### src/design/two_class_priority_deque_macros.svh
// Assertion macros for the two-class priority deque.
// Expects signals named clk and arst_n in the scope of each use.
`ifndef TWO_CLASS_PRIORITY_DEQUE_MACROS_SVH
`define TWO_CLASS_PRIORITY_DEQUE_MACROS_SVH

// Condition holds at every edge outside reset.
`define TCPD_ASSERT_ALWAYS(label, cond) \
	label: assert property (@(posedge clk) disable iff (!arst_n) (cond)) \
		else $error("tcpd invariant violated");

// Consequent holds in the same cycle as the antecedent.
`define TCPD_ASSERT_IMPL(label, ante, cons) \
	label: assert property (@(posedge clk) disable iff (!arst_n) (ante) |-> (cons)) \
		else $error("tcpd implication violated");

// Consequent holds in the cycle after the antecedent.
`define TCPD_ASSERT_NEXT(label, ante, cons) \
	label: assert property (@(posedge clk) disable iff (!arst_n) (ante) |=> (cons)) \
		else $error("tcpd next-cycle check violated");

`endif

### src/design/tcpd_pkg.sv
// Shared types and codes for the two-class priority deque.
// No dependencies; used by every module of the block.
package tcpd_pkg;

	localparam int KEY_W    = 16;
	localparam int PROC_W   = 8;
	localparam int FUNC_W   = 3;
	localparam int STATUS_W = 2;
	localparam int COUNT_W  = 6;
	localparam int TDATA_W  = 32;
	localparam int TUSER_W  = 3;

	localparam logic [FUNC_W-1:0] FUNC_ADD    = 3'd0;
	localparam logic [FUNC_W-1:0] FUNC_REMOVE = 3'd1;
	localparam logic [FUNC_W-1:0] FUNC_LIST   = 3'd2;
	localparam logic [FUNC_W-1:0] FUNC_FILTER = 3'd3;
	localparam logic [FUNC_W-1:0] FUNC_SPLIT  = 3'd4;

	localparam logic [STATUS_W-1:0] STATUS_OK       = 2'd0;
	localparam logic [STATUS_W-1:0] STATUS_EMPTY    = 2'd1;
	localparam logic [STATUS_W-1:0] STATUS_NOTFOUND = 2'd2;
	localparam logic [STATUS_W-1:0] STATUS_FULL     = 2'd3;

	typedef struct packed {
		logic [PROC_W-1:0] proc;
		logic              pref;
		logic [KEY_W-1:0]  key;
	} entry_t;

	// Operands for the shared compare unit.
	typedef struct packed {
		logic [FUNC_W-1:0] func;
		logic              pass;
		entry_t            op;
	} cmp_req_t;

	// One result beat handed from the sequencer to the output register.
	typedef struct packed {
		logic                valid;
		logic [STATUS_W-1:0] status;
		logic                entry_valid;
		entry_t              ent;
		logic [COUNT_W-1:0]  count;
		logic                last;
	} emit_t;

endpackage

### src/design/tcpd_mem.sv
// Entry store: one write port, one read port with registered read data.
// Depends on tcpd_pkg for the entry type.
module tcpd_mem #(
	parameter int DEPTH = 32,
	parameter int AW    = 5
) (
	input  logic            clk,
	input  logic            we,
	input  logic [AW-1:0]   waddr,
	input  tcpd_pkg::entry_t wdata,
	input  logic            re,
	input  logic [AW-1:0]   raddr,
	output tcpd_pkg::entry_t rdata
);

	tcpd_pkg::entry_t mem_q [DEPTH];
	tcpd_pkg::entry_t rdata_q;

	always_ff @(posedge clk) begin
		if (we) begin
			mem_q[waddr] <= wdata;
		end
	end

	// hold the read word until the next read
	always_ff @(posedge clk) begin
		if (re) begin
			rdata_q <= mem_q[raddr];
		end
	end

	assign rdata = rdata_q;

endmodule

### src/design/tcpd_cmp.sv
// Shared compare unit: decides whether the entry on the read port is a hit
// for the running operation. Depends on tcpd_pkg.
module tcpd_cmp (
	input  tcpd_pkg::cmp_req_t req,
	input  tcpd_pkg::entry_t   ent,
	output logic               hit
);

	always_comb begin
		unique case (req.func)
			tcpd_pkg::FUNC_REMOVE: hit = (ent.key == req.op.key);
			tcpd_pkg::FUNC_LIST:   hit = 1'b1;
			tcpd_pkg::FUNC_FILTER: hit = (ent.proc == req.op.proc);
			// preferred entries on the first pass, the rest on the second
			tcpd_pkg::FUNC_SPLIT:  hit = req.pass ? ~ent.pref : ent.pref;
			default:               hit = 1'b0;
		endcase
	end

endmodule

### src/design/tcpd_ctrl.sv
// Sequencer: walks the entry store one word per cycle for insert shifts, key search,
// delete shifts and listing passes (a listing pass may stall while the output slot is full). Depends on tcpd_pkg.
module tcpd_ctrl #(
	parameter int DEPTH = 32,
	parameter int AW    = 5,
	parameter int CW    = 6
) (
	input  logic                              clk,
	input  logic                              arst_n,
	input  logic                              in_valid,
	output logic                              in_ready,
	input  logic [tcpd_pkg::FUNC_W-1:0]       in_func,
	input  tcpd_pkg::entry_t                  in_entry,
	output logic                              mem_we,
	output logic [AW-1:0]                     mem_waddr,
	output tcpd_pkg::entry_t                  mem_wdata,
	output logic                              mem_re,
	output logic [AW-1:0]                     mem_raddr,
	input  tcpd_pkg::entry_t                  rd_data,
	output tcpd_pkg::cmp_req_t                cmp_req,
	input  logic                              hit,
	input  logic                              slot_free,
	output tcpd_pkg::emit_t                   emit,
	output logic [CW-1:0]                     count
);

	typedef enum logic [2:0] {
		ST_IDLE,
		ST_ADD_SH,
		ST_SCAN,
		ST_DEL_SH,
		ST_LIST,
		ST_FIN,
		ST_RESP
	} state_t;

	state_t                              state_q, state_d;
	logic [AW-1:0]                       idx_q, idx_d;
	logic [CW-1:0]                       count_q, count_d;
	logic                                pass_q, pass_d;
	logic                                pend_valid_q, pend_valid_d;
	tcpd_pkg::entry_t                    pend_q, pend_d;
	logic [tcpd_pkg::STATUS_W-1:0]       resp_q, resp_d;
	logic [tcpd_pkg::FUNC_W-1:0]         func_q, func_d;
	tcpd_pkg::entry_t                    op_q, op_d;
	logic                                idx_last;
	logic                                is_scan_func;

	assign idx_last     = ((CW'(idx_q) + CW'(1)) == count_q);
	assign is_scan_func = (in_func == tcpd_pkg::FUNC_REMOVE) || (in_func == tcpd_pkg::FUNC_LIST)
		|| (in_func == tcpd_pkg::FUNC_FILTER) || (in_func == tcpd_pkg::FUNC_SPLIT);

	assign in_ready = (state_q == ST_IDLE);
	assign count    = count_q;
	assign cmp_req  = '{func: func_q, pass: pass_q, op: op_q};

	always_comb begin
		state_d      = state_q;
		idx_d        = idx_q;
		count_d      = count_q;
		pass_d       = pass_q;
		pend_valid_d = pend_valid_q;
		pend_d       = pend_q;
		resp_d       = resp_q;
		func_d       = func_q;
		op_d         = op_q;
		mem_we       = 1'b0;
		mem_waddr    = idx_q;
		mem_wdata    = rd_data;
		mem_re       = 1'b0;
		mem_raddr    = idx_q;
		emit         = '0;
		emit.count   = tcpd_pkg::COUNT_W'(count_q);

		unique case (state_q)
			ST_IDLE: begin
				if (in_valid) begin
					func_d = in_func;
					op_d   = in_entry;
					if (in_func == tcpd_pkg::FUNC_ADD) begin
						if (count_q == CW'(DEPTH)) begin
							resp_d  = tcpd_pkg::STATUS_FULL;
							state_d = ST_RESP;
						end else if (in_entry.pref) begin
							// shift from the back toward the front
							idx_d     = AW'(count_q);
							mem_re    = 1'b1;
							mem_raddr = AW'(count_q - CW'(1));
							state_d   = ST_ADD_SH;
						end else begin
							mem_we    = 1'b1;
							mem_waddr = AW'(count_q);
							mem_wdata = in_entry;
							count_d   = count_q + CW'(1);
							resp_d    = tcpd_pkg::STATUS_OK;
							state_d   = ST_RESP;
						end
					end else if (is_scan_func) begin
						if (count_q == '0) begin
							resp_d  = tcpd_pkg::STATUS_EMPTY;
							state_d = ST_RESP;
						end else begin
							mem_re       = 1'b1;
							mem_raddr    = '0;
							idx_d        = '0;
							pass_d       = 1'b0;
							pend_valid_d = 1'b0;
							state_d      = (in_func == tcpd_pkg::FUNC_REMOVE) ? ST_SCAN : ST_LIST;
						end
					end else begin
						resp_d  = tcpd_pkg::STATUS_OK;
						state_d = ST_RESP;
					end
				end
			end
			ST_ADD_SH: begin
				mem_we = 1'b1;
				if (idx_q == '0) begin
					mem_waddr = '0;
					mem_wdata = op_q;
					count_d   = count_q + CW'(1);
					resp_d    = tcpd_pkg::STATUS_OK;
					state_d   = ST_RESP;
				end else begin
					mem_waddr = idx_q;
					mem_wdata = rd_data;
					mem_re    = 1'b1;
					mem_raddr = idx_q - AW'(2);
					idx_d     = idx_q - AW'(1);
				end
			end
			ST_SCAN: begin
				if (hit) begin
					mem_re    = 1'b1;
					mem_raddr = idx_q + AW'(1);
					state_d   = ST_DEL_SH;
				end else if (idx_last) begin
					resp_d  = tcpd_pkg::STATUS_NOTFOUND;
					state_d = ST_RESP;
				end else begin
					mem_re    = 1'b1;
					mem_raddr = idx_q + AW'(1);
					idx_d     = idx_q + AW'(1);
				end
			end
			ST_DEL_SH: begin
				if (!idx_last) begin
					mem_we    = 1'b1;
					mem_waddr = idx_q;
					mem_wdata = rd_data;
					mem_re    = 1'b1;
					mem_raddr = idx_q + AW'(2);
					idx_d     = idx_q + AW'(1);
				end else begin
					count_d = count_q - CW'(1);
					resp_d  = tcpd_pkg::STATUS_OK;
					state_d = ST_RESP;
				end
			end
			ST_LIST: begin
				// hold one hit back so the final beat can carry last
				if (!(hit && pend_valid_q && !slot_free)) begin
					if (hit) begin
						pend_d       = rd_data;
						pend_valid_d = 1'b1;
						if (pend_valid_q) begin
							emit.valid       = 1'b1;
							emit.status      = tcpd_pkg::STATUS_OK;
							emit.entry_valid = 1'b1;
							emit.ent         = pend_q;
							emit.last        = 1'b0;
						end
					end
					if (idx_last) begin
						if ((func_q == tcpd_pkg::FUNC_SPLIT) && !pass_q) begin
							pass_d    = 1'b1;
							idx_d     = '0;
							mem_re    = 1'b1;
							mem_raddr = '0;
						end else begin
							state_d = ST_FIN;
						end
					end else begin
						mem_re    = 1'b1;
						mem_raddr = idx_q + AW'(1);
						idx_d     = idx_q + AW'(1);
					end
				end
			end
			ST_FIN: begin
				if (slot_free) begin
					emit.valid = 1'b1;
					emit.last  = 1'b1;
					if (pend_valid_q) begin
						emit.status      = tcpd_pkg::STATUS_OK;
						emit.entry_valid = 1'b1;
						emit.ent         = pend_q;
					end else begin
						emit.status = tcpd_pkg::STATUS_NOTFOUND;
					end
					state_d = ST_IDLE;
				end
			end
			ST_RESP: begin
				if (slot_free) begin
					emit.valid  = 1'b1;
					emit.status = resp_q;
					emit.last   = 1'b1;
					state_d     = ST_IDLE;
				end
			end
			default: begin
				state_d = ST_IDLE;
			end
		endcase
	end

	always_ff @(posedge clk or negedge arst_n) begin
		if (!arst_n) begin
			state_q      <= ST_IDLE;
			idx_q        <= '0;
			count_q      <= '0;
			pass_q       <= 1'b0;
			pend_valid_q <= 1'b0;
			pend_q       <= '0;
			resp_q       <= tcpd_pkg::STATUS_OK;
			func_q       <= tcpd_pkg::FUNC_ADD;
			op_q         <= '0;
		end else begin
			state_q      <= state_d;
			idx_q        <= idx_d;
			count_q      <= count_d;
			pass_q       <= pass_d;
			pend_valid_q <= pend_valid_d;
			pend_q       <= pend_d;
			resp_q       <= resp_d;
			func_q       <= func_d;
			op_q         <= op_d;
		end
	end

endmodule

### src/design/two_class_priority_deque.sv
// Two-class priority deque: ordered list of DEPTH entries, one beat at a time.
// Throughput: one item in flight; ready returns the cycle after the last result
// is loaded, as the single sequencer walks the entry store word by word.
// Reset: arst_n clears the sequencer, held count and output valid; the entry
// store is not cleared and needs no clearing pass.
`include "two_class_priority_deque_macros.svh"

module two_class_priority_deque #(
	parameter int DEPTH = 32
) (
	input  logic        clk,
	input  logic        arst_n,
	// input beat
	input  logic        s_axis_tvalid,
	output logic        s_axis_tready,
	input  logic [31:0] s_axis_tdata,  // client_key[15:0], is_preferred[16], procedure_code[24:17]
	input  logic [2:0]  s_axis_tuser,  // func[2:0]
	// result beat
	output logic        m_axis_tvalid,
	input  logic        m_axis_tready,
	output logic [31:0] m_axis_tdata,  // out_key[15:0], out_preferred[16], out_procedure[24:17],
	                                   // entry_count[30:25], zero[31]
	output logic [2:0]  m_axis_tuser,  // status[1:0], entry_valid[2]
	output logic        m_axis_tlast   // last_of_run
);

	localparam int AW = $clog2(DEPTH);
	localparam int CW = $clog2(DEPTH + 1);

	tcpd_pkg::entry_t   in_entry;
	logic               mem_we;
	logic [AW-1:0]      mem_waddr;
	tcpd_pkg::entry_t   mem_wdata;
	logic               mem_re;
	logic [AW-1:0]      mem_raddr;
	tcpd_pkg::entry_t   rd_data;
	tcpd_pkg::cmp_req_t cmp_req;
	logic               hit;
	logic               slot_free;
	tcpd_pkg::emit_t    emit;
	logic [CW-1:0]      held_count;
	logic               out_valid_q;
	tcpd_pkg::emit_t    out_q;

	// unpack the input beat
	assign in_entry.key  = s_axis_tdata[15:0];
	assign in_entry.pref = s_axis_tdata[16];
	assign in_entry.proc = s_axis_tdata[24:17];

	tcpd_mem #(
		.DEPTH (DEPTH),
		.AW    (AW)
	) u_mem (
		.clk   (clk),
		.we    (mem_we),
		.waddr (mem_waddr),
		.wdata (mem_wdata),
		.re    (mem_re),
		.raddr (mem_raddr),
		.rdata (rd_data)
	);

	tcpd_cmp u_cmp (
		.req (cmp_req),
		.ent (rd_data),
		.hit (hit)
	);

	tcpd_ctrl #(
		.DEPTH (DEPTH),
		.AW    (AW),
		.CW    (CW)
	) u_ctrl (
		.clk       (clk),
		.arst_n    (arst_n),
		.in_valid  (s_axis_tvalid),
		.in_ready  (s_axis_tready),
		.in_func   (s_axis_tuser),
		.in_entry  (in_entry),
		.mem_we    (mem_we),
		.mem_waddr (mem_waddr),
		.mem_wdata (mem_wdata),
		.mem_re    (mem_re),
		.mem_raddr (mem_raddr),
		.rd_data   (rd_data),
		.cmp_req   (cmp_req),
		.hit       (hit),
		.slot_free (slot_free),
		.emit      (emit),
		.count     (held_count)
	);

	// Output register: the sequencer may load a new beat whenever the slot is
	// empty or its current beat is being taken this cycle.
	assign slot_free = !out_valid_q || m_axis_tready;

	always_ff @(posedge clk or negedge arst_n) begin
		if (!arst_n) begin
			out_valid_q <= 1'b0;
		end else if (emit.valid) begin
			out_valid_q <= 1'b1;
		end else if (m_axis_tready) begin
			out_valid_q <= 1'b0;
		end
	end

	// payload needs no reset; load only with a fresh beat
	always_ff @(posedge clk) begin
		if (emit.valid) begin
			out_q <= emit;
		end
	end

	assign m_axis_tvalid = out_valid_q;
	assign m_axis_tdata  = {1'b0, out_q.count, out_q.ent.proc, out_q.ent.pref, out_q.ent.key};
	assign m_axis_tuser  = {out_q.entry_valid, out_q.status};
	assign m_axis_tlast  = out_q.last;

	// The sequencer only produces results while it is busy with an item.
	`TCPD_ASSERT_IMPL(a_emit_only_busy, emit.valid, !s_axis_tready)
	// Every accepted item drops ready in the cycle after it is accepted.
	`TCPD_ASSERT_NEXT(a_accept_drops_ready, s_axis_tvalid && s_axis_tready, !s_axis_tready)
	// The held count never runs past the store depth.
	`TCPD_ASSERT_ALWAYS(a_count_bound, held_count <= CW'(DEPTH))

endmodule
### config.mk
export PLATFORM = sky130hd
export DESIGN_NAME = two_class_priority_deque
export DESIGN_NICKNAME = d
export VERILOG_FILES = /design/src/design/tcpd_pkg.sv /design/src/design/tcpd_mem.sv /design/src/design/tcpd_cmp.sv /design/src/design/tcpd_ctrl.sv /design/src/design/two_class_priority_deque.sv
export VERILOG_INCLUDE_DIRS = /design/src /design/src/design
export SDC_FILE = /design/constraint.sdc
export NUM_CORES = 1
export LEC_CHECK = 0
export BUFFER_PORTS_ARGS = -buffer_cell sky130_fd_sc_hd__buf_2
export CAP_MARGIN = 0
export CORE_MARGIN = 2
export CORE_UTILIZATION = 38
export DETAILED_ROUTE_END_ITERATION = 16
export PLACE_DENSITY = 0.54
export SLEW_MARGIN = 10
export SYNTH_ARGS = -nofsm -noshare
export SYNTH_HDL_FRONTEND = slang
export SYNTH_SLANG_ARGS = --single-unit
### constraint.sdc
create_clock -name clk -period 5.65 [get_ports clk]
set_input_delay 0.2825 -clock clk [delete_from_list [all_inputs] [get_ports clk]]
set_output_delay 0.2825 -clock clk [all_outputs]
set_load 0.01 [all_outputs]
==> results.md, run 1 <==
* Die Y at 322 um
* RR Startpoint: u_ctrl.count[0]
* Core area at 0.100 sq mm
* Setup crit end kind: flip-flop
* Worst-Skew Late Latency at 0.66 ns
* Global-route wire length before repair at 159000 um
* Layout Skew at 0.0205 ns
* Largest stage delay on the critical path at 0.68 ns
* Routed via count at 25059
* Die width at 322 um
* Seq cells post-synth at 932
* Rows at 116
* Clock Root Buffer: clkbuf_16
* Setup TNS at 0 ns
* Vias per inst at 5.46
* Asr flop ratio synth at 0.0773
* Number of H-tree levels at 3
* Design area at 0.0452 sq mm
* Clk pin slew, worst setup/hold paths at 0.06 ns
* Starting density of the core at 0.384
* Post-synthesis instance total at 2948
* Largest cells by area after synthesis: edfxtp_1 (67%), nand2_1 (6.7%), dfrtp_1 (4.7%), nand3_1 (2.5%), a21oi_1 (2.4%)
* Main synth FF type: edfxtp_1
* Global Route Usage Sum at 0.206
* Data arrival time of the worst path at 5.57 ns
* Fin nets at 3196
* Unrepaired setup endpoints after global routing: no
* Top post-synthesis cells by count: edfxtp_1 (860), nand2_1 (688), nand3_1 (189), a21oi_1 (185), clkbuf_1 (111)
* Filler instances at 8905
* Die area at 0.104 sq mm
* Most numerous cell in the Yosys netlist: edfxtp_1
* Post_cts resized at 0
* Worst-Margin Slew at 1.30 ns
* Critical path type: reg -> reg
* CTS tree: built
* RePlAce Congestion at 0.899
* Largest family of logic cells by synthesized area: simple AND/OR/NAND/NOR gates
* I/O Buffers at 68
* Yosys warns at 0
* WL final at 108000 um
* Syn avg cell area at 13.1 sq um
* Run status: finished, final reports clean
* Share of layout cells above drive strength 1 at 0.163
* EDFF count, synth at 860
* Area share of the leading cell type in the synthesized netlist at 0.671
* Critical path origin: u_ctrl.count[0]
* Total grt overflow at 0
* Post-route setup slack at 0.425 ns
* Num Clock Sinks at 932
* # DRC at 0
* Largest area contributor in the netlist: edfxtp_1
* Required time worst endpoint at 6.00 ns
* CP max-delay cell: nor3_1
* Hold Crit Class: in -> reg
* CTS max path bufs at 3
* Area grow syn2layout at 17.3%
* CTS buffer count at 96
* Simple-gate portion of the synthesized area at 0.127
* Number of library cell types mapped by synthesis at 77
* Hold_ws at 0.137 ns
* Pin count of the biggest net entering global routing at 73
* Crit start category: flip-flop
* DR iter-0 viols at 2327
* Critical Path Fanout Max at 25
* Max-slew violations at 0
* Wire per inst at 23.5 um
* Max Freq at 191 MHz
* Vias in the first global route at 24314
* DP HPWL at 68100 um
* Max-cap violations at 0
* Syn_nets at 2995
* Adder-cell share of the synthesized area at 0.00260
* Synth Area in Compound Gates at 0.0845
* Critical path, cell by cell: inv_1, ha_1, or4b_1, o311ai_0, nand3_1, o21ai_0, nand2_1, o2111ai_1, or3b_1, o311ai_2, buf_4, nand3_1, buf_4, a21oi_1, nor3_1, a32oi_1
* Initial antenna violation count at 1
* Post-synthesis mux area share at 0.0361
* Sequential fraction of the synthesis area at 0.717
* Antenna viol nets, final at 0
* Final period util at 0.925
* Worst slew margin at 0.134
* DP Area at 0.0417 sq mm
* Min-delay src: m_axis_tready
* XOR/XNOR share of the synthesized area at 0.0100
* DP Worst Slack at 0.671 ns
* Final hold vios at 0
* Drt pass-1 iters at 5
* Tmin final at 5.23 ns
* Final setup fails at 0
* I/O pins at 77
* Post-Syn Area at 0.0385 sq mm
## sequential cells by signal, indices dropped and copies added (netlist names)
name and flops:
m_axis_tuser 3, u_ctrl.pend_valid_q 1, u_ctrl.func_q 3, u_mem.mem_q 800
u_ctrl.idx_q 5, m_axis_tdata 31, u_ctrl.cmp_req 25, u_ctrl.pend_q 25
m_axis_tvalid 1, u_mem.rdata 25, m_axis_tlast 1, u_ctrl.state_q 3
u_ctrl.pass_q 1, u_ctrl.resp_q 2, u_ctrl.count 6
## kinds of logic (layout without fill, tap and decap cells)
kind of cell / after synthesis / count (layout)
simple gates: 1131 / 1131
flops: 932 / 932
compound gates: 503 / 503
buf+inv: 197 / 481
mux: 132 / 132
xor+xnor: 44 / 44
fa+ha+maj: 8 / 8
other cells: 1 / 2
## metrics by stage
| stage | instances | utilization |
|---|---|---|
| 2_1_floorplan | 2948 | - |
| 3_3_place_gp | 4379 | 0.416 |
| 3_5_place_dp | 4379 | 0.416 |
| 4_1_cts | 4589 | 0.450 |
| 5_1_grt | 4589 | 0.450 |
| 6_report | 4590 | 0.450 |
## metal layers
metal / up-vias / track usage / share of wire
li1: 11408 / - / -
met1: 12658 / 0.287 / 0.44
met2: 849 / 0.328 / 0.47
met3: 144 / 0.0441 / 0.072
met4: 0 / 0.0537 / 0.022
met5: - / 0 / 0
## path summary, 6_finish.rpt
check	to	slack (ns)	depth (start not counted)
worst min register to register	u_ctrl.pend_q[8]	0.50	1
worst min-delay path	m_axis_tvalid	0.14	3
worst max-delay path	u_mem.rdata[9]	0.42	16
max in group asynchronous	u_ctrl.idx_q[2]	4.60	2
worst max register to register	u_mem.rdata[9]	0.42	16
min in group asynchronous	u_ctrl.cmp_req[12]	0.35	2
## what timing repair did
action	in CTS	in global routing
endpoints found under the hold margin	100	0
hold buffers	29	0
buffers inserted	0	0
## cells in the final DEF, fill, tap and decap left out, drive strengths merged, types with 30 or more instances in the layout
cell,netlist,layout
edfxtp,860,860
nand2,688,688
buf,71,256
nand3,191,191
a21oi,186,186
clkbuf,111,121
nor2,81,81
mux2i,76,76
dfrtp,72,72
o21ai,66,66
mux2,56,56
a211oi,55,55
a32oi,53,53
nor3,48,48
clkinv,2,46
nand4,33,33
nor4,30,30
## layout make-up
cell class,count,area [sq um],share of cell area
flip-flops and latches,932,27600,0.612
multi-input cells,1819,10200,0.227
clock buffers,121,2590,0.0573
repair buffers,285,2370,0.0525
well taps,1357,1700,0.0376
clock inverters,60,583,0.0129
inverters,15,56.3,0.00125
diodes,1,2.50,0.0000554
## critical path, delay by kind of cell (launching register included)
| family | cells | cell delay (ns) |
|---|---|---|
| AOI/OAI and AO/OA | 6 | 1.43 |
| adders and majority gates | 1 | 0.27 |
| buffers and inverters | 3 | 0.92 |
| DFF | 1 | 0.37 |
| and+or+nand+nor | 6 | 1.87 |
Power of run 1 is left out: the tool's default activity adds up to more than one toggle a clock period on the data nets, which glitch-free logic cannot reach.
==> inputs of run 2 (changes only) <==
CTS_BUF_LIST = sky130_fd_sc_hd__clkbuf_8   (was default)
==> run 2 against run 1 <==
Final cell count rose by 2.1%. Flip-flop and latch count unchanged. Register-to-register slack about the same. Cell area is 0.77% lower. Setup slack worse by 0.0068 ns. Core utilization is 0.35 points lower. Fmax fell by 0.13%.
==> results.md, run 2 (same netlist as run 1, synthesis figures left out) <==
* Run status: finished, final reports clean
* Critical path origin: u_ctrl.count[0]
* Vias in the first global route at 24827 (+2.1%)
* Most flop-heavy register: u_mem.mem_q
* Final setup fails at 0 (unchanged)
* Post_cts resized at 0 (unchanged)
* Largest stage delay on the critical path at 0.66 ns (-0.02 ns)
* Crit path to: u_mem.rdata[9]
* Initial antenna violation count at 2 (+1)
* Commonest non-fill, non-tap cells in the layout: edfxtp_1 (860), nand2_1 (682), nand3_1 (189)
* Share of layout cells above drive strength 1 at 0.171 (+0.00787)
* Unrepaired setup endpoints after global routing: no
* DP Worst Slack at 0.671 ns (unchanged)
* Crit start category: flip-flop
* FF-to-FF End: u_mem.rdata[9]
* I/O Buffers at 68 (unchanged)
* Starting density of the core at 0.384 (unchanged)
* Die area at 0.104 sq mm (unchanged)
* Post-route setup slack at 0.418 ns (-0.00681 ns)
* Number of H-tree levels at 4 (+1)
* Global-route wire length before repair at 160000 um (+0.62%)
* Die width at 322 um (unchanged)
* Worst-Margin Slew at 1.31 ns (+0.0122 ns)
* RR Startpoint: u_ctrl.count[0]
* Worst R2R Setup Slack at 0.42 ns (about the same)
* Max-cap violations at 0 (unchanged)
* Tmin final at 5.23 ns (+0.00681 ns)
* DR iter-0 viols at 2296 (-1.3%)
* Multi-input combinational cell area at 0.0102 sq mm (unchanged)
* Hold Crit Class: in -> reg
* Die Y at 322 um (unchanged)
* CP max-delay cell: nor3_1
* FF+latch area at 0.0276 sq mm (unchanged)
* WL final at 109000 um (+0.79%)
* Max-slew violations at 0 (unchanged)
* Commonest non-fill, non-tap cell in the layout: edfxtp_1
* Num Clock Sinks at 932 (unchanged)
* Setup crit end kind: flip-flop
* Drt pass-1 iters at 6 (+1)
* Global Route Usage Sum at 0.208 (+0.00214)
* Core area at 0.100 sq mm (unchanged)
* Placed Cells at 4379 (unchanged)
* Clock Root Buffer: clkbuf_8
* Layout Skew at 0.0494 ns (+0.0289 ns)
* Pin count of the biggest net entering global routing at 73 (unchanged)
* Max FFs per register at 800 (unchanged)
* Critical path type: reg -> reg
* # DRC at 0 (unchanged)
* Reg2Reg Depth at 16 (unchanged)
* Routed via count at 25427 (+1.5%)
* Antenna viol nets, final at 0 (unchanged)
* Critical Path Fanout Max at 25 (unchanged)
* Worst-Skew Late Latency at 0.82 ns (+0.16 ns)
* Total grt overflow at 0 (unchanged)
* Critical path, cell by cell: inv_1, ha_1, or4b_1, o311ai_0, nand3_1, o21ai_0, nand2_1, o2111ai_1, or3b_1, o311ai_2, buf_4, nand3_1, buf_4, a21oi_1, nor3_1, a32oi_1
* CTS tree: built
* Area grow syn2layout at 16.4%
* Final Instance Count excl. Fillers at 4687 (+2.1%)
* I/O pins at 77 (unchanged)
* DP Area at 0.0417 sq mm (unchanged)
* Worst slew margin at 0.125 (-0.00815)
* Data arrival time of the worst path at 5.74 ns (+0.17 ns)
* Filler instances at 9015 (+1.2%)
* Required time worst endpoint at 6.16 ns (+0.16 ns)
* DP HPWL at 68100 um (unchanged)
* Rows at 116 (unchanged)
* RePlAce Congestion at 0.899 (unchanged)
* Vias per inst at 5.43 (-0.63%)
* Fin nets at 3254 (+1.8%)
* Max Freq at 191 MHz (-0.13%)
* CTS max path bufs at 3 (unchanged)
* Clk pin slew, worst setup/hold paths at 0.06 ns (about the same)
* CTS buffer count at 153 (+59%)
* Wire per inst at 23.2 um (-1.3%)
* Final period util at 0.926 (+0.00121)
* Design area at 0.0448 sq mm (-0.77%)
* Final hold vios at 0 (unchanged)
* Setup TNS at 0 ns (unchanged)
## run 2: changes by cell type in the layout (fill, tap and decap cells not counted), sizes merged
cell	previous run	this run
clkbuf	121	161
clkinv	46	50
bufinv	10	3
clkinvlp	2	4
inv	17	74
dlygate4sd3	29	30
## run 2: worst min-delay path by stage
stage	startpoint	endpoint	cells past startpoint
6_report	s_axis_tvalid	u_ctrl.state_q[1]	4
5_1_grt	s_axis_tvalid	u_ctrl.state_q[1]	4
4_1_cts	s_axis_tvalid	u_ctrl.state_q[1]	4
3_5_place_dp	u_ctrl.pend_q[16]	u_ctrl.pend_q[16]	1
3_3_place_gp	u_ctrl.pend_q[0]	u_ctrl.pend_q[0]	1
2_1_floorplan	arst_n	m_axis_tvalid	0
## run 2: cell type report
cell class / count / area share
Antenna cell: 1 / 0.0000558
Clock buffer: 161 / 0.0494
Clock inverter: 116 / 0.0133
Inverter: 15 / 0.00126
Multi-Input combinational cell: 1819 / 0.229
Sequential cell: 932 / 0.616
Tap cell: 1357 / 0.0379
Timing Repair Buffer: 286 / 0.0531
## run 2: worst max-delay path: cells and delay by family (launching register included)
kind            cells  cell delay [ns]
compound gates      6             1.44
fa+ha+maj           1             0.27
buf+inv             3             0.94
flops               1             0.37
simple gates        6             1.86
## run 2: timing repair
action,4_1_cts,5_1_grt
hold buffers,30,0
endpoints found under the hold margin,103,0
setup buffers,0,0
## run 2: routing by layer
layer,vias to the layer above,track usage,share of wire
met3,169,0.0499,0.075
met2,867,0.328,0.46
met1,12835,0.287,0.44
met4,0,0.0620,0.022
li1,11556,-,-
met5,-,0,0
## run 2: through the flow
stage	utilization	hold slack, ns
2_1_floorplan	-	-0.0131
3_3_place_gp	0.416	0.482
3_5_place_dp	0.416	0.487
4_1_cts	0.447	0.00692
5_1_grt	0.447	0.0838
6_report	0.447	0.0801
Power of run 2 is left out for the same reason.
